<file path="src/rtl/core/bmp565_pkg.sv">
`timescale 1ns / 1ps

package bmp565_pkg;

  // default configuration of the core
  localparam int DEF_SCREEN_WIDTH    = 128;
  localparam int DEF_SCREEN_HEIGHT   = 160;
  localparam int DEF_MAX_IMAGE_WIDTH = 1280;
  localparam int DEF_COLUMN_OFFSET   = 0;
  localparam int DEF_ROW_OFFSET      = 0;
  localparam int DEF_QUEUE_DEPTH     = 4;

  // parser phases
  localparam logic [2:0] PH_HEADER = 3'd0;
  localparam logic [2:0] PH_WAIT   = 3'd1;
  localparam logic [2:0] PH_DATA   = 3'd2;
  localparam logic [2:0] PH_REJECT = 3'd3;
  localparam logic [2:0] PH_DONE   = 3'd4;

  // result kinds
  localparam logic [1:0] KIND_DATA   = 2'd0;
  localparam logic [1:0] KIND_CMD    = 2'd1;
  localparam logic [1:0] KIND_REJECT = 2'd2;
  localparam logic [1:0] KIND_DONE   = 2'd3;

  // display command codes
  localparam logic [15:0] CMD_WIN_H = 16'h0044;
  localparam logic [15:0] CMD_WIN_V = 16'h0045;
  localparam logic [15:0] CMD_ADDR  = 16'h0021;
  localparam logic [15:0] CMD_WRITE = 16'h0022;

  // work for the back end, produced by one input byte
  typedef struct packed {
    logic        burst;
    logic        pix;
    logic        fin;
    logic        rej;
    logic [7:0]  xs;
    logic [7:0]  xe;
    logic [7:0]  y;
    logic [15:0] pix_word;
  } job_t;

endpackage

</file>
<file path="src/rtl/core/bmp24_to_rgb565_display_stream_core.sv">
`timescale 1ns / 1ps

// Converts a 24-bit BMP file, fed one byte per transfer, into display bus words. The header
// is checked (one plane, 24 bpp, no compression, width 1 to MAX_IMAGE_WIDTH, nonzero height,
// pixel offset past byte 33); a bad header gives one reject result on byte 33. The image is
// centred and cropped on a SCREEN_WIDTH x SCREEN_HEIGHT panel and sent bottom row first; each
// shown row opens with a 7-word window burst (0x0044, x window, 0x0045, y window, 0x0021,
// address, 0x0022) and then one RGB565 word per shown pixel, with the finish result after the
// last pixel of the top row. start_of_file high restarts the parser on that byte. The input
// side takes one byte per clock while full is low; the output side hands out one result per
// clock while pop is high and empty is low. Each byte that causes results leaves a job in a
// QUEUE_DEPTH-entry queue, and its entry is freed when the last result of that job is
// handed out, so full rises only when the queue holds QUEUE_DEPTH unfinished jobs.
module bmp24_to_rgb565_display_stream_core #(
  parameter int SCREEN_WIDTH    = bmp565_pkg::DEF_SCREEN_WIDTH,
  parameter int SCREEN_HEIGHT   = bmp565_pkg::DEF_SCREEN_HEIGHT,
  parameter int MAX_IMAGE_WIDTH = bmp565_pkg::DEF_MAX_IMAGE_WIDTH,
  parameter int COLUMN_OFFSET   = bmp565_pkg::DEF_COLUMN_OFFSET,
  parameter int ROW_OFFSET      = bmp565_pkg::DEF_ROW_OFFSET,
  parameter int QUEUE_DEPTH     = bmp565_pkg::DEF_QUEUE_DEPTH
) (
  input  logic        clk,
  input  logic        rst,
  input  logic        push,
  output logic        full,
  input  logic [7:0]  file_byte,
  input  logic        start_of_file,
  output logic        empty,
  input  logic        pop,
  output logic [1:0]  kind,
  output logic [15:0] bus_word,
  output logic        burst_last
);

  logic             accept;
  logic             job_push;
  bmp565_pkg::job_t job_in, job_head;
  logic             head_valid, head_done;

  // input transfer
  assign accept = push && !full;

  // header parser and pixel packer
  bmp565_front #(
    .SCREEN_WIDTH    (SCREEN_WIDTH),
    .SCREEN_HEIGHT   (SCREEN_HEIGHT),
    .MAX_IMAGE_WIDTH (MAX_IMAGE_WIDTH),
    .COLUMN_OFFSET   (COLUMN_OFFSET),
    .ROW_OFFSET      (ROW_OFFSET)
  ) u_front (
    .clk           (clk),
    .rst           (rst),
    .accept        (accept),
    .file_byte     (file_byte),
    .start_of_file (start_of_file),
    .job_push      (job_push),
    .job           (job_in)
  );

  // job queue between parser and word sequencer
  bmp565_queue #(
    .DEPTH (QUEUE_DEPTH)
  ) u_queue (
    .clk       (clk),
    .rst       (rst),
    .wr_en     (job_push),
    .wr_job    (job_in),
    .rd_en     (head_done),
    .rd_job    (job_head),
    .not_empty (head_valid),
    .is_full   (full)
  );

  // bus word sequencer
  bmp565_back u_back (
    .clk        (clk),
    .rst        (rst),
    .head       (job_head),
    .head_valid (head_valid),
    .head_done  (head_done),
    .pop        (pop),
    .empty      (empty),
    .kind       (kind),
    .bus_word   (bus_word),
    .burst_last (burst_last)
  );

endmodule

</file>
<file path="src/rtl/core/bmp565_front.sv">
`timescale 1ns / 1ps

module bmp565_front #(
  parameter int SCREEN_WIDTH    = bmp565_pkg::DEF_SCREEN_WIDTH,
  parameter int SCREEN_HEIGHT   = bmp565_pkg::DEF_SCREEN_HEIGHT,
  parameter int MAX_IMAGE_WIDTH = bmp565_pkg::DEF_MAX_IMAGE_WIDTH,
  parameter int COLUMN_OFFSET   = bmp565_pkg::DEF_COLUMN_OFFSET,
  parameter int ROW_OFFSET      = bmp565_pkg::DEF_ROW_OFFSET
) (
  input  logic              clk,
  input  logic              rst,
  input  logic              accept,
  input  logic [7:0]        file_byte,
  input  logic              start_of_file,
  output logic              job_push,
  output bmp565_pkg::job_t  job
);

  localparam int IW  = $clog2(MAX_IMAGE_WIDTH + 1);
  localparam int SW  = $clog2(3 * MAX_IMAGE_WIDTH + 4);
  localparam int XW  = $clog2(SCREEN_WIDTH + 1);
  localparam int S3W = $clog2(3 * SCREEN_WIDTH);
  localparam int RW  = $clog2(SCREEN_HEIGHT + 1);

  // header byte positions
  localparam logic [5:0] POS_OFS_LO   = 6'd10;
  localparam logic [5:0] POS_OFS_HI   = 6'd13;
  localparam logic [5:0] POS_OFS_CHK  = 6'd14;
  localparam logic [5:0] POS_WID_LO   = 6'd18;
  localparam logic [5:0] POS_WID_HI   = 6'd21;
  localparam logic [5:0] POS_HGT_LO   = 6'd22;
  localparam logic [5:0] POS_HGT_HI   = 6'd25;
  localparam logic [5:0] POS_PLANES   = 6'd26;
  localparam logic [5:0] POS_PLANES_H = 6'd27;
  localparam logic [5:0] POS_BPP      = 6'd28;
  localparam logic [5:0] POS_BPP_H    = 6'd29;
  localparam logic [5:0] POS_END      = 6'd33;
  localparam logic [31:0] HEADER_END  = 32'd33;
  localparam logic [7:0] BPP_24       = 8'd24;
  localparam logic [7:0] ONE_PLANE    = 8'd1;

  // state registers
  logic [31:0]    pos, pos_next;
  logic [2:0]     phase, phase_next;
  logic [31:0]    offset, offset_next;
  logic [31:0]    width_word, width_word_next;
  logic [31:0]    height, height_next;
  logic           bad, bad_next;
  logic [SW-1:0]  stride, stride_next;
  logic [S3W-1:0] shown3m1, shown3m1_next;
  logic [7:0]     xs_o, xs_o_next;
  logic [7:0]     xe_o, xe_o_next;
  logic [RW-1:0]  cur_row, cur_row_next;
  logic [RW-1:0]  rows, rows_next;
  logic [31:0]    skip, skip_next;
  logic [SW-1:0]  bir, bir_next;
  logic [1:0]     sub, sub_next;
  logic [10:0]    acc, acc_next;

  // values seen by this byte, with a file start applied
  logic [2:0]  phase_e;
  logic [31:0] pos_e, offset_e, width_e, height_e;
  logic        bad_e;
  logic [5:0]  pos6;
  logic [1:0]  lane;

  assign phase_e  = start_of_file ? bmp565_pkg::PH_HEADER : phase;
  assign pos_e    = start_of_file ? '0 : pos;
  assign offset_e = start_of_file ? '0 : offset;
  assign width_e  = start_of_file ? '0 : width_word;
  assign height_e = start_of_file ? '0 : height;
  assign bad_e    = start_of_file ? 1'b0 : bad;
  assign pos6     = pos_e[5:0];
  assign lane     = pos6[1:0] + 2'd2;

  // image geometry from the collected width
  logic [IW-1:0]  w;
  logic           w_wide, w_bad;
  logic [SW-1:0]  w_stride;
  logic [XW-1:0]  shown, xs_w, xe_w;
  logic [S3W-1:0] w_shown3m1;

  always_comb begin
    w          = width_e[IW-1:0];
    w_bad      = (width_e == 32'd0) || (width_e > 32'(MAX_IMAGE_WIDTH));
    w_wide     = 32'(w) > 32'(SCREEN_WIDTH);
    w_stride   = (SW'(w) << 1) + SW'(w) + SW'(3);
    w_stride   = {w_stride[SW-1:2], 2'b00};
    if (w_wide) begin
      shown = XW'(SCREEN_WIDTH);
      xs_w  = '0;
      xe_w  = XW'(SCREEN_WIDTH - 1);
    end else begin
      shown = XW'(w);
      xs_w  = (XW'(SCREEN_WIDTH) - XW'(w)) >> 1;
      xe_w  = xs_w + XW'(w) - XW'(1);
    end
    w_shown3m1 = S3W'((32'(shown) << 1) + 32'(shown) - 32'd1);
  end

  // vertical geometry from the collected height
  logic          h_tall;
  logic [RW-1:0] hn, ys_h, ye_h;

  always_comb begin
    h_tall = height_e > 32'(SCREEN_HEIGHT);
    hn     = RW'(height_e);
    ys_h   = (RW'(SCREEN_HEIGHT) - hn) >> 1;
    ye_h   = ys_h + hn - RW'(1);
  end

  // parser next state and job for the back end
  logic          do_data;
  logic [SW-1:0] bir_inc;
  logic          wrap;
  logic [15:0]   pix_word;

  always_comb begin
    pos_next        = (&pos_e) ? pos_e : pos_e + 32'd1;
    phase_next      = phase_e;
    offset_next     = offset_e;
    width_word_next = width_e;
    height_next     = height_e;
    bad_next        = bad_e;
    stride_next     = stride;
    shown3m1_next   = shown3m1;
    xs_o_next       = xs_o;
    xe_o_next       = xe_o;
    cur_row_next    = cur_row;
    rows_next       = rows;
    skip_next       = skip;
    bir_next        = bir;
    sub_next        = sub;
    acc_next        = acc;
    do_data         = 1'b0;
    bir_inc         = bir + SW'(1);
    wrap            = bir_inc >= stride;
    pix_word        = {file_byte[7:3], acc};

    job          = '0;
    job.xs       = xs_o;
    job.xe       = xe_o;
    job.y        = 8'(32'(ROW_OFFSET) + 32'(cur_row));
    job.pix_word = pix_word;

    case (phase_e)
      bmp565_pkg::PH_HEADER: begin
        if (pos6 >= POS_OFS_LO && pos6 <= POS_OFS_HI) begin
          offset_next[8*lane +: 8] = file_byte;
        end else if (pos6 >= POS_WID_LO && pos6 <= POS_WID_HI) begin
          width_word_next[8*lane +: 8] = file_byte;
        end else if (pos6 >= POS_HGT_LO && pos6 <= POS_HGT_HI) begin
          height_next[8*lane +: 8] = file_byte;
        end
        // offset must lie past the checked header
        if (pos6 == POS_OFS_CHK && offset_e <= HEADER_END) begin
          bad_next = 1'b1;
        end
        // planes byte: also settle the horizontal geometry
        if (pos6 == POS_PLANES) begin
          if (file_byte != ONE_PLANE || w_bad) begin
            bad_next = 1'b1;
          end
          stride_next   = w_stride;
          shown3m1_next = w_shown3m1;
          xs_o_next     = 8'(32'(COLUMN_OFFSET) + 32'(xs_w));
          xe_o_next     = 8'(32'(COLUMN_OFFSET) + 32'(xe_w));
        end
        // high planes byte: also settle the vertical geometry
        if (pos6 == POS_PLANES_H) begin
          if (file_byte != 8'd0 || height_e == 32'd0) begin
            bad_next = 1'b1;
          end
          if (h_tall) begin
            skip_next    = height_e - 32'(SCREEN_HEIGHT);
            cur_row_next = RW'(SCREEN_HEIGHT - 1);
            rows_next    = RW'(SCREEN_HEIGHT);
          end else begin
            skip_next    = '0;
            cur_row_next = ye_h;
            rows_next    = hn;
          end
        end
        if (pos6 == POS_BPP && file_byte != BPP_24) begin
          bad_next = 1'b1;
        end
        if (pos6 >= POS_BPP_H && pos6 <= POS_END && file_byte != 8'd0) begin
          bad_next = 1'b1;
        end
        // header judged on its last byte
        if (pos6 == POS_END) begin
          if (bad_next) begin
            job.rej    = 1'b1;
            phase_next = bmp565_pkg::PH_REJECT;
          end else begin
            phase_next = bmp565_pkg::PH_WAIT;
            bir_next   = '0;
            sub_next   = '0;
          end
        end
      end
      bmp565_pkg::PH_WAIT: begin
        if (pos_e == offset) begin
          phase_next = bmp565_pkg::PH_DATA;
          do_data    = 1'b1;
        end
      end
      bmp565_pkg::PH_DATA: begin
        do_data = 1'b1;
      end
      default: begin
      end
    endcase

    // pixel data
    if (do_data) begin
      if (skip != 32'd0) begin
        // bottom rows beyond the screen
        bir_next = wrap ? '0 : bir_inc;
        sub_next = '0;
        if (wrap) begin
          skip_next = skip - 32'd1;
        end
      end else begin
        job.burst = (bir == '0);
        if (32'(bir) <= 32'(shown3m1)) begin
          case (sub)
            2'd0: acc_next = {6'd0, file_byte[7:3]};
            2'd1: acc_next = {file_byte[7:2], acc[4:0]};
            default: begin
              job.pix = 1'b1;
            end
          endcase
        end
        if (job.pix && 32'(bir) == 32'(shown3m1) && rows <= RW'(1)) begin
          job.fin    = 1'b1;
          rows_next  = '0;
          phase_next = bmp565_pkg::PH_DONE;
        end else begin
          bir_next = wrap ? '0 : bir_inc;
          sub_next = (wrap || sub == 2'd2) ? 2'd0 : sub + 2'd1;
          if (wrap) begin
            cur_row_next = cur_row - RW'(1);
            rows_next    = rows - RW'(1);
          end
        end
      end
    end
  end

  assign job_push = accept && (job.burst || job.pix || job.fin || job.rej);

  // control state
  always_ff @(posedge clk) begin
    if (rst) begin
      pos   <= '0;
      phase <= bmp565_pkg::PH_HEADER;
      bad   <= 1'b0;
    end else if (accept) begin
      pos   <= pos_next;
      phase <= phase_next;
      bad   <= bad_next;
    end
  end

  // header collectors and row counters
  always_ff @(posedge clk) begin
    if (rst) begin
      offset     <= '0;
      width_word <= '0;
      height     <= '0;
      skip       <= '0;
      rows       <= '0;
      cur_row    <= '0;
      bir        <= '0;
      sub        <= '0;
    end else if (accept) begin
      offset     <= offset_next;
      width_word <= width_word_next;
      height     <= height_next;
      skip       <= skip_next;
      rows       <= rows_next;
      cur_row    <= cur_row_next;
      bir        <= bir_next;
      sub        <= sub_next;
    end
  end

  // geometry and pixel payload
  always_ff @(posedge clk) begin
    if (accept) begin
      stride   <= stride_next;
      shown3m1 <= shown3m1_next;
      xs_o     <= xs_o_next;
      xe_o     <= xe_o_next;
      acc      <= acc_next;
    end
  end

endmodule

</file>
<file path="src/rtl/core/bmp565_queue.sv">
`timescale 1ns / 1ps

module bmp565_queue #(
  parameter int DEPTH = bmp565_pkg::DEF_QUEUE_DEPTH
) (
  input  logic             clk,
  input  logic             rst,
  input  logic             wr_en,
  input  bmp565_pkg::job_t wr_job,
  input  logic             rd_en,
  output bmp565_pkg::job_t rd_job,
  output logic             not_empty,
  output logic             is_full
);

  localparam int PW = $clog2(DEPTH);
  localparam int CW = $clog2(DEPTH + 1);

  bmp565_pkg::job_t slots [DEPTH];
  logic [PW-1:0] wr_ptr, rd_ptr;
  logic [CW-1:0] count;

  assign rd_job    = slots[rd_ptr];
  assign not_empty = (count != '0);
  assign is_full   = (count == CW'(DEPTH));

  // pointers and fill level
  always_ff @(posedge clk) begin
    if (rst) begin
      wr_ptr <= '0;
      rd_ptr <= '0;
      count  <= '0;
    end else begin
      if (wr_en) begin
        wr_ptr <= (wr_ptr == PW'(DEPTH - 1)) ? '0 : wr_ptr + PW'(1);
      end
      if (rd_en) begin
        rd_ptr <= (rd_ptr == PW'(DEPTH - 1)) ? '0 : rd_ptr + PW'(1);
      end
      if (wr_en && !rd_en) begin
        count <= count + CW'(1);
      end else if (rd_en && !wr_en) begin
        count <= count - CW'(1);
      end
    end
  end

  // job storage
  always_ff @(posedge clk) begin
    if (wr_en) begin
      slots[wr_ptr] <= wr_job;
    end
  end

endmodule

</file>
<file path="src/rtl/core/bmp565_back.sv">
`timescale 1ns / 1ps

module bmp565_back (
  input  logic             clk,
  input  logic             rst,
  input  bmp565_pkg::job_t head,
  input  logic             head_valid,
  output logic             head_done,
  input  logic             pop,
  output logic             empty,
  output logic [1:0]       kind,
  output logic [15:0]      bus_word,
  output logic             burst_last
);

  // result steps of one job
  localparam logic [3:0] STEP_WIN_H = 4'd0;
  localparam logic [3:0] STEP_XWORD = 4'd1;
  localparam logic [3:0] STEP_WIN_V = 4'd2;
  localparam logic [3:0] STEP_YWORD = 4'd3;
  localparam logic [3:0] STEP_ADDR  = 4'd4;
  localparam logic [3:0] STEP_AWORD = 4'd5;
  localparam logic [3:0] STEP_WRITE = 4'd6;
  localparam logic [3:0] STEP_PIX   = 4'd7;
  localparam logic [3:0] STEP_FIN   = 4'd8;
  localparam logic [3:0] STEP_REJ   = 4'd9;
  localparam logic [3:0] STEP_END   = 4'd15;

  logic       started;
  logic [3:0] step;
  logic [3:0] first_step, cur, nxt;
  logic       take;

  // first step of the head job
  always_comb begin
    if (head.burst) begin
      first_step = STEP_WIN_H;
    end else if (head.pix) begin
      first_step = STEP_PIX;
    end else if (head.fin) begin
      first_step = STEP_FIN;
    end else begin
      first_step = STEP_REJ;
    end
  end

  assign cur = started ? step : first_step;

  // step that follows the current one
  always_comb begin
    case (cur)
      STEP_WIN_H, STEP_XWORD, STEP_WIN_V, STEP_YWORD, STEP_ADDR, STEP_AWORD: begin
        nxt = cur + 4'd1;
      end
      STEP_WRITE: begin
        nxt = head.pix ? STEP_PIX : (head.fin ? STEP_FIN : STEP_END);
      end
      STEP_PIX: begin
        nxt = head.fin ? STEP_FIN : STEP_END;
      end
      default: begin
        nxt = STEP_END;
      end
    endcase
  end

  // result word of the current step
  always_comb begin
    case (cur)
      STEP_WIN_H: begin
        kind     = bmp565_pkg::KIND_CMD;
        bus_word = bmp565_pkg::CMD_WIN_H;
      end
      STEP_XWORD: begin
        kind     = bmp565_pkg::KIND_DATA;
        bus_word = {head.xe, head.xs};
      end
      STEP_WIN_V: begin
        kind     = bmp565_pkg::KIND_CMD;
        bus_word = bmp565_pkg::CMD_WIN_V;
      end
      STEP_YWORD: begin
        kind     = bmp565_pkg::KIND_DATA;
        bus_word = {head.y, head.y};
      end
      STEP_ADDR: begin
        kind     = bmp565_pkg::KIND_CMD;
        bus_word = bmp565_pkg::CMD_ADDR;
      end
      STEP_AWORD: begin
        kind     = bmp565_pkg::KIND_DATA;
        bus_word = {head.y, head.xs};
      end
      STEP_WRITE: begin
        kind     = bmp565_pkg::KIND_CMD;
        bus_word = bmp565_pkg::CMD_WRITE;
      end
      STEP_PIX: begin
        kind     = bmp565_pkg::KIND_DATA;
        bus_word = head.pix_word;
      end
      STEP_FIN: begin
        kind     = bmp565_pkg::KIND_DONE;
        bus_word = '0;
      end
      default: begin
        kind     = bmp565_pkg::KIND_REJECT;
        bus_word = '0;
      end
    endcase
  end

  assign empty      = !head_valid;
  assign burst_last = (nxt == STEP_END);
  assign take       = pop && head_valid;
  assign head_done  = take && burst_last;

  // walk through the steps of the head job
  always_ff @(posedge clk) begin
    if (rst) begin
      started <= 1'b0;
      step    <= STEP_WIN_H;
    end else if (take) begin
      started <= !burst_last;
      step    <= nxt;
    end
  end

endmodule
</file>
<file path="config.mk">
export PLATFORM = sky130hd
export DESIGN_NAME = bmp24_to_rgb565_display_stream_core
export DESIGN_NICKNAME = d
export VERILOG_FILES = /design/src/rtl/core/bmp565_pkg.sv /design/src/rtl/core/bmp24_to_rgb565_display_stream_core.sv /design/src/rtl/core/bmp565_front.sv /design/src/rtl/core/bmp565_queue.sv /design/src/rtl/core/bmp565_back.sv
export SDC_FILE = /design/constraint.sdc
export NUM_CORES = 1
export LEC_CHECK = 0
export BUFFER_PORTS_ARGS = -buffer_cell sky130_fd_sc_hd__buf_2
export CORE_ASPECT_RATIO = 1.25
export CORE_MARGIN = 2
export CORE_UTILIZATION = 35
export CTS_CLUSTER_DIAMETER = 50
export DETAILED_ROUTE_END_ITERATION = 8
export GPL_TIMING_DRIVEN = 0
export PLACE_DENSITY = 0.49
export SYNTH_ARGS = -nofsm -noshare
export SYNTH_HDL_FRONTEND = slang
export SYNTH_HIERARCHICAL = 1
export SYNTH_SLANG_ARGS = --single-unit
export TNS_END_PERCENT = 30
</file>
<file path="constraint.sdc">
create_clock -name clk -period 13 [get_ports clk]
set_input_delay 2.6 -clock clk [delete_from_list [all_inputs] [get_ports clk]]
set_output_delay 2.6 -clock clk [all_outputs]
set_load 0.02 [all_outputs]
</file>
== Word level (Yosys, flattened, before mapping) ==
Memory sizes are Yosys's and may differ from the RTL's. A register that Yosys moved wholly into a read port is not among the register bits.
Cells that the tools add are included.
Word-level totals
  word-level logic and storage cells: 238
  output and inout bits: 21
  bits of input ports: 13
  memory bits (writable): 176
  register bits: 252
  memories kept: 1
Operators by class
  reduce and logical (&&, ||, !) cells: 46
  shift operators: 2
  bitwise logic cells: 2
  add/subtract/negate cells: 24
  multiplexer cells: 100
  $lt $le $gt $ge: 15
  equality and inequality tests: 25
Memories
  u_queue.slots: words 4, bits a word 44, read ports 1, clocked after memory_dff 1, wr ports 1, RTL line bmp565_queue.sv:19  | bmp565_pkg::job_t slots [DEPTH];
Operators with widths (number)
  $mux 32: 20
  $pmux 16 s8: 1
  $mux 8: 15
  $bwmux 32: 3
  $mux 12: 7
  $logic_not 32->1: 2
  $neg 5->34: 1
  $shift 8x34->32 const A: 1
  $shiftx 8x34->32: 1
  $mux 3: 11
  $add 32x1->32 const B: 1
  $eq 32x32->1: 1
  $gt 32x11->1 const B: 1
  $gt 32x8->1 const B: 1
  $le 32x6->1 const B: 1
  $reduce_and 32->1: 1
  $reduce_bool 32->1: 1
  $sub 32x1->32 const B: 1
  $sub 32x8->32 const B: 1
  $sub 8x1->8 const B: 4
  $mux 2: 12
  $mux 1: 22
  $pmux 11 s2: 1
  $eq 6x5->1 const B: 3
  other kinds (57): 101

== Depth between registers and ports, before layout ==
Gate-level depths: netlist (run 1).
  word-level depth: 20
  mapped depth: 23

== Modules after synthesis ==
The synthesis (run 1) kept the hierarchy.
Modules (own cells, without submodules)
  bmp565_front: area an instance 15745.1 µm², cells an instance 1927, times used 1
  bmp565_queue: area an instance 6849.1 µm², cells an instance 274, times used 1
  bmp565_back: area an instance 870.8 µm², cells an instance 126, times used 1
  bmp24_to_rgb565_display_stream_core: area an instance 13.8 µm², cells an instance 1, times used 1

== Least setup slack after synthesis (run 1) ==
No wires, ideal clock.
  path kind: input -> register
  start point: in start_of_file
  end point: reg u_front.shown3m1[8] (data pin)
  stages on the path: 22
  required time: 12.738 ns
  setup time: 0.262 ns
  slack: 5.825 ns
  arrival time: 6.913 ns
  path through: clkbuf_1 -> clkbuf_1 -> clkbuf_1 -> clkbuf_1 -> buf_1 -> nor2b_1 -> inv_1 -> ha_1 -> and3_1 -> a31oi_1 -> nor2_1 -> clkbuf_1 -> nand2_1 -> ha_1 -> inv_1 -> ha_1 -> or2_2 -> a21oi_1 -> a21oi_1 -> a21o_1 -> a21oi_1 -> xor2_1
Between the ends
  word-level cells in the longest chain between the ends: 5
Ends and longest elaborated chain
  start, declared: RTL line bmp24_to_rgb565_display_stream_core.sv:27  | input logic start_of_file,
  $mux 32 (*): RTL line bmp565_front.sv:70  | assign width_e = start_of_file ? '0 : width_word;
  $gt 11x8->1: RTL line bmp565_front.sv:86  | w_wide = 32'(w) > 32'(SCREEN_WIDTH);
  $mux 8 (*): RTL line bmp565_front.sv:89  | if (w_wide) begin
  $add 9x8->9 (*): RTL line bmp565_front.sv:98  | w_shown3m1 = S3W'((32'(shown) << 1) + 32'(shown) - 32'd1);
  $sub 9x1->9 (*): RTL line bmp565_front.sv:98
  named net u_front.w_shown3m1[8]: RTL line bmp565_front.sv:81  | logic [S3W-1:0] w_shown3m1;
  end signal, assigned: RTL line bmp565_front.sv:293  | shown3m1 <= shown3m1_next;
  end, declared: RTL line bmp565_front.sv:50  | logic [S3W-1:0] shown3m1, shown3m1_next;
Mark *: on every way through the listed nets, which the timed path passes. The rest lies on a longest branch.
A chain may end at the register's enable or synchronous reset.

== Worst setup path in the final report (run 1) ==
Same ends and word-level chain as after synthesis.

==> results.toml, run 1 <==
[route]
total_iterations_of_the_first_detailed_routing_run = 6
ant_nets = 0
post-route-drc-count = 0
initialDrtViolationCount = 1443
finalWirelength_um = 79600
vias = 19307
wl_per_cell_um = 24.0
routed_via_density = 5.81

[final_layout]
layout-area-overhead-vs-synth_pct = 14.3
stdcell_area_um2 = 26700
post_route_cells_drive_above_1_share_pct = 9.81
layoutNonFillerInstCount = 3324
count_of_inserted_antenna_diode_cells = 0
finalNetCount = 2552
fillerInstances = 6453
mostFrequentLayoutCells = "262 x nor2_1, 217 x edfxtp_1, 208 x dfxtp_1"
layout.cells.most_common = "nor2_1"

[place]
finalWeightedCongestion = 0.910
post-dp-hpwl_um = 58500
detailed_place.area_um2 = 24700
io_buffer_count = 32
dp_cells = 3221

[clocking]
resized_cells_post_cts = 0
cts_tree = "built"
cts_num_sinks = 425
clock_latency_ps = 630
ctsRootBufferMaster = "clkbuf_16"
h-tree-depth = 2
ctsLongestPathBuffers = 3
cts_made_buffers = 56
hold_buffers = 0
total_setup_buffers_inserted_after_cts = 0
clk_pin_slew_ps = 60

[global_routing]
pin_count_of_the_biggest_net_entering_global_routing = 31
global_route_usage_over_all_layers_pct = 22.7
number_of_global_route_vias_before_repair = 19429
grt_antenna_before_repair = 1
global_route.overflow_total = 0
grt_pass1_wl_um = 120000

[synthesis]
synthesis.area_um2 = 23300
netlist_instances = 2323
postSynthNetCount = 2452
synth-warning-count = 6
syn_avg_cell_area_um2 = 10.0

[floorplanning]
ioPinCount = 34
dieWidth_um = 235
start_util_pct = 35.5
floorplan.die_area_um2 = 68800
chipHeight_um = 293
core_area_um2 = 65800
std_cell_rows = 105

[critical_path]
timing_worst_setup_path_type = "input pin to register"
crit_top_cell = "clkbuf_1"
critical_path.cell_chain = "buf_2 > clkbuf_1 > clkbuf_1 > clkbuf_1 > clkbuf_1 > buf_1 > nor2b_1 > inv_1 > ha_1 > and3_1 > a31oi_1 > nor2_1 > clkbuf_1 > nand2_1 > ha_1 > inv_1 > ha_1 > nand2_1 > nor4_1 > o21ai_0 > a21oi_1 > a21o_1 > a21oi_1 > xor2_1"
worst_path_dominant_cell_family = "buffers and inverters"
timing.reg2reg.worst_path_depth = 16
timing.critical_path.slowest_cell_delay_ps = 710
critical_path_arrival_ps = 9600
critical_path_depth_in_cells = 24
slowest_library_cell_on_the_worst_path = "clkbuf_1"
worst-endpoint-required_ps = 13360
critPathBufInv = 9
worstSetupEndpointType = "register"
start_kind = "input pin"
critical_path.max_fanout = 10

[power_and_ir_drop]
power_per_cell_area_nw_per_um2 = 119
power_leakage_nw = 9.78
max-vdd-ir-drop_uv = 86.3

[timing]
unrepaired_setup_endpoints_after_global_routing = "no"
report.final.hold_viol_count = 0
min_period_ps = 9240
setup-violations-final = 0
setup-tns-final_ps = 0
max_clock_freq_ghz = 0.108
timing.max_slew.rel_slack_pct = 15.2
tightestPinTransition_ps = 1270
finalMaxSlewViolations = 0
finalCritPeriodShare_pct = 71.1
timing.clock.skew_ps = 33.5

[hold_path]
hold_class = "register to register"
worstHoldPathCells = 2

[status]
outcome = "complete, no violations"

[flow_run]
cap_violations = 0
path summary, 6_finish.rpt:
path | from | endpoint | slack (ps)
setup / recovery | start_of_file | u_front/shown3m1[8]$_DFFE_PP_ | 3760
hold / removal | u_front/width_word[15]$_SDFFE_PP0P_ | u_front/width_word[15]$_SDFFE_PP0P_ | 490
hold reg to reg | u_front/width_word[15]$_SDFFE_PP0P_ | u_front/width_word[15]$_SDFFE_PP0P_ | 490
setup reg to reg | u_front/pos[2]$_SDFFE_PP0P_ | u_queue/count[2]$_SDFFE_PP0P_ | 7470
layer usage:
metal	vias to the layer above	wire length, um	GRT usage, %
met5	-	0	0
met4	0	4040	10.9
met3	209	4020	3.07
met2	675	40100	41.1
met1	9506	31500	26.4
li1	8917	-	-
sequential cells by signal, summed over array words and instances (netlist names), 3 cells and up, named ones only:
name                count
u_front/stride         10
u_front/bir            12
u_queue/count           3
u_front/xe_o            8
u_front/cur_row         8
u_back/step             4
u_front/offset         32
u_front/acc            11
u_front/rows            8
u_front/phase           3
u_front/pos            32
u_front/shown3m1        9
u_front/width_word     32
u_queue/slots         172
u_front/height         32
u_front/skip           32
u_front/xs_o            7
power by group:
group,switching [mW],internal [mW],total [mW]
Sequential,0.00444,1.40,1.41
Combinational,0.114,0.0383,0.152
Clock,0.645,0.981,1.63
final cells by class:
type	instances	area (um^2)	share of cell area, %
Multi-Input combinational cell	1628	11500	43.3
Sequential cell	425	10700	40.0
Clock buffer	66	1470	5.51
Tap cell	856	1070	4.02
Buffer	143	663	2.49
Clock inverter	37	483	1.81
Inverter	127	477	1.79
Timing Repair Buffer	42	287	1.07
metrics by stage:
| stage | hold slack (ps) | worst slack (ps) | utilization [%] | total power, mW |
|---|---|---|---|---|
| floorplan | 445 | 5820 | - | 1.52 |
| global placement | 462 | 2570 | 37.3 | 1.58 |
| detailed placement | 474 | 3170 | 37.5 | 1.58 |
| CTS | 492 | 3820 | 40.5 | 3.21 |
| global route | 519 | 3330 | 40.5 | 3.28 |
| finish | 487 | 3760 | 40.5 | 3.18 |
worst register-to-register path: stages (launching register included):
cell	delay [ps]
dfxtp_1	300
clkbuf_1	240
or2_2	360
a211oi_1	240
o32ai_1	120
nor4_1	690
nand3_1	580
a2111oi_2	520
buf_4	240
and4_1	370
o31a_1	450
ha_1	260
inv_1	60
fa_1	370
xor2_1	160
or3_1	310
a21oi_1	150
Power figures use the tool's default switching activity.
==> run 2: changes to the inputs <==
--- a/config.mk
+++ b/config.mk
@@ -12,7 +12,7 @@
 export CTS_CLUSTER_DIAMETER = 50
 export DETAILED_ROUTE_END_ITERATION = 8
 export GPL_TIMING_DRIVEN = 0
-export PLACE_DENSITY = 0.49
+export PLACE_DENSITY = 0.51
 export SYNTH_ARGS = -nofsm -noshare
 export SYNTH_HDL_FRONTEND = slang
 export SYNTH_HIERARCHICAL = 1
==> constraint.sdc (replaced) <==
create_clock -name clk -period 7.4 [get_ports clk]
set_input_delay 1.48 -clock clk [delete_from_list [all_inputs] [get_ports clk]]
set_output_delay 1.48 -clock clk [all_outputs]
set_load 0.02 [all_outputs]
==> results.toml, run 2 (synthesis results as in run 1) <==
[status]
outcome = "complete, no violations"

[global_routing]
global_route.overflow_total = 0
grt_pass1_wl_um = 119000
pin_count_of_the_biggest_net_entering_global_routing = 32
number_of_global_route_vias_before_repair = 19302
global_route_usage_over_all_layers_pct = 22.6
grt_antenna_before_repair = 0

[power_and_ir_drop]
power_leakage_nw = 9.76
power_per_cell_area_nw_per_um2 = 202
max-vdd-ir-drop_uv = 216

[clocking]
clk_pin_slew_ps = 60
hold_buffers = 0
ctsLongestPathBuffers = 3
h-tree-depth = 2
cts_made_buffers = 56
cts_num_sinks = 425
clock_latency_ps = 630
ctsRootBufferMaster = "clkbuf_16"
cts_tree = "built"

[final_layout]
layout.cells.most_common = "nor2_1"
stdcell_area_um2 = 26500
post_route_cells_drive_above_1_share_pct = 10.0
count_of_inserted_antenna_diode_cells = 0
layout-area-overhead-vs-synth_pct = 13.7
mostFrequentLayoutCells = "261 x nor2_1, 217 x edfxtp_1, 208 x dfxtp_1"
regMostFlops = "u_queue/slots"
finalNetCount = 2550
fillerInstances = 6419
largest_register_ffs = 172

[hold_path]
hold_class = "register to register"
worstHoldPathCells = 2
hold_start = "u_front/width_word[21]$_SDFFE_PP0P_"
endpoint_of_the_worst_hold_timing_path = "u_front/width_word[21]$_SDFFE_PP0P_"

[route]
total_iterations_of_the_first_detailed_routing_run = 5
wl_per_cell_um = 23.8
post-route-drc-count = 0
vias = 19371
finalWirelength_um = 79100
routed_via_density = 5.83
ant_nets = 0
initialDrtViolationCount = 1563

[critical_path]
critical_path.cell_chain = "buf_2 > inv_1 > clkbuf_1 > buf_1 > clkbuf_1 > clkbuf_2 > nand2_1 > ha_1 > nand3_1 > a31oi_1 > a21oi_1 > a311oi_1 > nor2_1 > o31a_1 > ha_1 > inv_1 > fa_1 > xor2_1 > or3_1 > a21oi_1"
worstSetupEndpointType = "register"
slowest_library_cell_on_the_worst_path = "buf_1"
worst_path_dominant_cell_family = "buffers and inverters"
critPathBufInv = 7
worst_r2r_start = "u_front/pos[1]$_SDFFE_PP0P_"
critical_path_arrival_ps = 7630
critical_path.reg2reg.endpoint = "u_queue/count[2]$_SDFFE_PP0P_"
timing_worst_setup_path_type = "input pin to register"
worst-endpoint-required_ps = 7940
timing.reg2reg.worst_path_depth = 16
start_kind = "input pin"
ff2ff_setup_slack_ps = 1940
critical_path.max_fanout = 10
timing.critical_path.slowest_cell_delay_ps = 710

[timing]
timing.max_slew.rel_slack_pct = 19.6
max_clock_freq_ghz = 0.141
finalCritPeriodShare_pct = 95.7
unrepaired_setup_endpoints_after_global_routing = "no"
finalMaxSlewViolations = 0
timing.clock.skew_ps = 21.7
finalWorstSetupSlack_ps = 316
tightestPinTransition_ps = 1200
report.final.hold_viol_count = 0
min_period_ps = 7080
setup-violations-final = 0

[flow_run]
cap_violations = 0

[floorplanning]
dieWidth_um = 235
ioPinCount = 34
chipHeight_um = 293
std_cell_rows = 105
floorplan.die_area_um2 = 68800
core_area_um2 = 65800
start_util_pct = 35.5

[place]
detailed_place.area_um2 = 24700
finalWeightedCongestion = 0.922
post-dp-hpwl_um = 58000
dpl_worst_slack_ps = -1340
io_buffer_count = 32
-- run 2: changes by cell type in the layout (fill, tap and decap cells not counted), sizes merged --
cell           change
buf                -3
bufinv             -7
clkbuf             +1
clkdlybuf4s18      +1
clkinv             +2
clkinvlp           -1
inv                +5
-- run 2: layout make-up --
type,count,area [um^2],area share (%)
Buffer,142,666,2.51
Clock buffer,67,1470,5.55
Clock inverter,36,328,1.24
Inverter,127,477,1.80
Multi-Input combinational cell,1628,11500,43.5
Sequential cell,425,10700,40.3
Tap cell,856,1070,4.04
Timing Repair Buffer,41,289,1.09
-- run 2: how the worst max path moves through the flow --
stage / cells after the start / to / slack, ps / from
floorplan: 22 / u_front/shown3m1[8]$_DFFE_PP_ / 1340 / start_of_file
global placement: 16 / u_queue/slots[0][26]$_DFFE_PP_ / -1940 / start_of_file
detailed placement: 24 / u_front/shown3m1[8]$_DFFE_PP_ / -1340 / start_of_file
CTS: 20 / u_queue/count[2]$_SDFFE_PP0P_ / 5 / start_of_file
global route: 23 / u_front/shown3m1[8]$_DFFE_PP_ / 20 / start_of_file
finish: 20 / u_queue/count[2]$_SDFFE_PP0P_ / 320 / start_of_file
-- run 2: what timing repair did --
item                                    CTS  global route
endpoints found under the setup margin   54            77
gates resized for setup                   2             5
buffers inserted                          0             0
pin swaps                                 0             0
-- run 2: where the power goes --
| part | total (mW) | internal (mW) | switching, mW |
|---|---|---|---|
| sequential | 2.47 | 2.46 | 0.00779 |
| combinational | 0.265 | 0.0673 | 0.198 |
| clock | 2.61 | 1.49 | 1.12 |
| total | 5.35 | 4.02 | 1.33 |
-- run 2: metal layers --
layer	wire length [um]	up-vias	GRT usage, %
li1	-	8914	-
met1	30900	9572	26.1
met2	39800	691	40.6
met3	4850	194	4.14
met4	3630	0	10.0
met5	0	-	0
-- run 2: through the flow --
step / utilization (%) / instances / hold WS [ps] / power [mW] / setup TNS (ps)
6_report: 40.3 / 3322 / 479 / 5.35 / 0
3_5_place_dp: 37.6 / 3220 / 467 / 2.78 / -106940
5_1_grt: 40.3 / 3322 / 519 / 5.54 / 0
3_3_place_gp: 37.3 / 3211 / 459 / 2.78 / -352900
4_1_cts: 40.3 / 3322 / 482 / 5.42 / 0
2_1_floorplan: - / 2323 / 445 / 2.67 / 0
-- run 2: worst register-to-register path, stage by stage, from the launching register on --
cell,delay [ps]
dfxtp_1,300
clkbuf_1,290
or2_2,390
a211oi_1,240
o32ai_1,120
nor4_1,670
nand3_1,570
a2111oi_2,500
buf_4,230
and4_1,310
o31a_1,450
ha_1,270
inv_1,60
fa_1,370
xor2_1,150
or3_1,320
a21oi_1,140
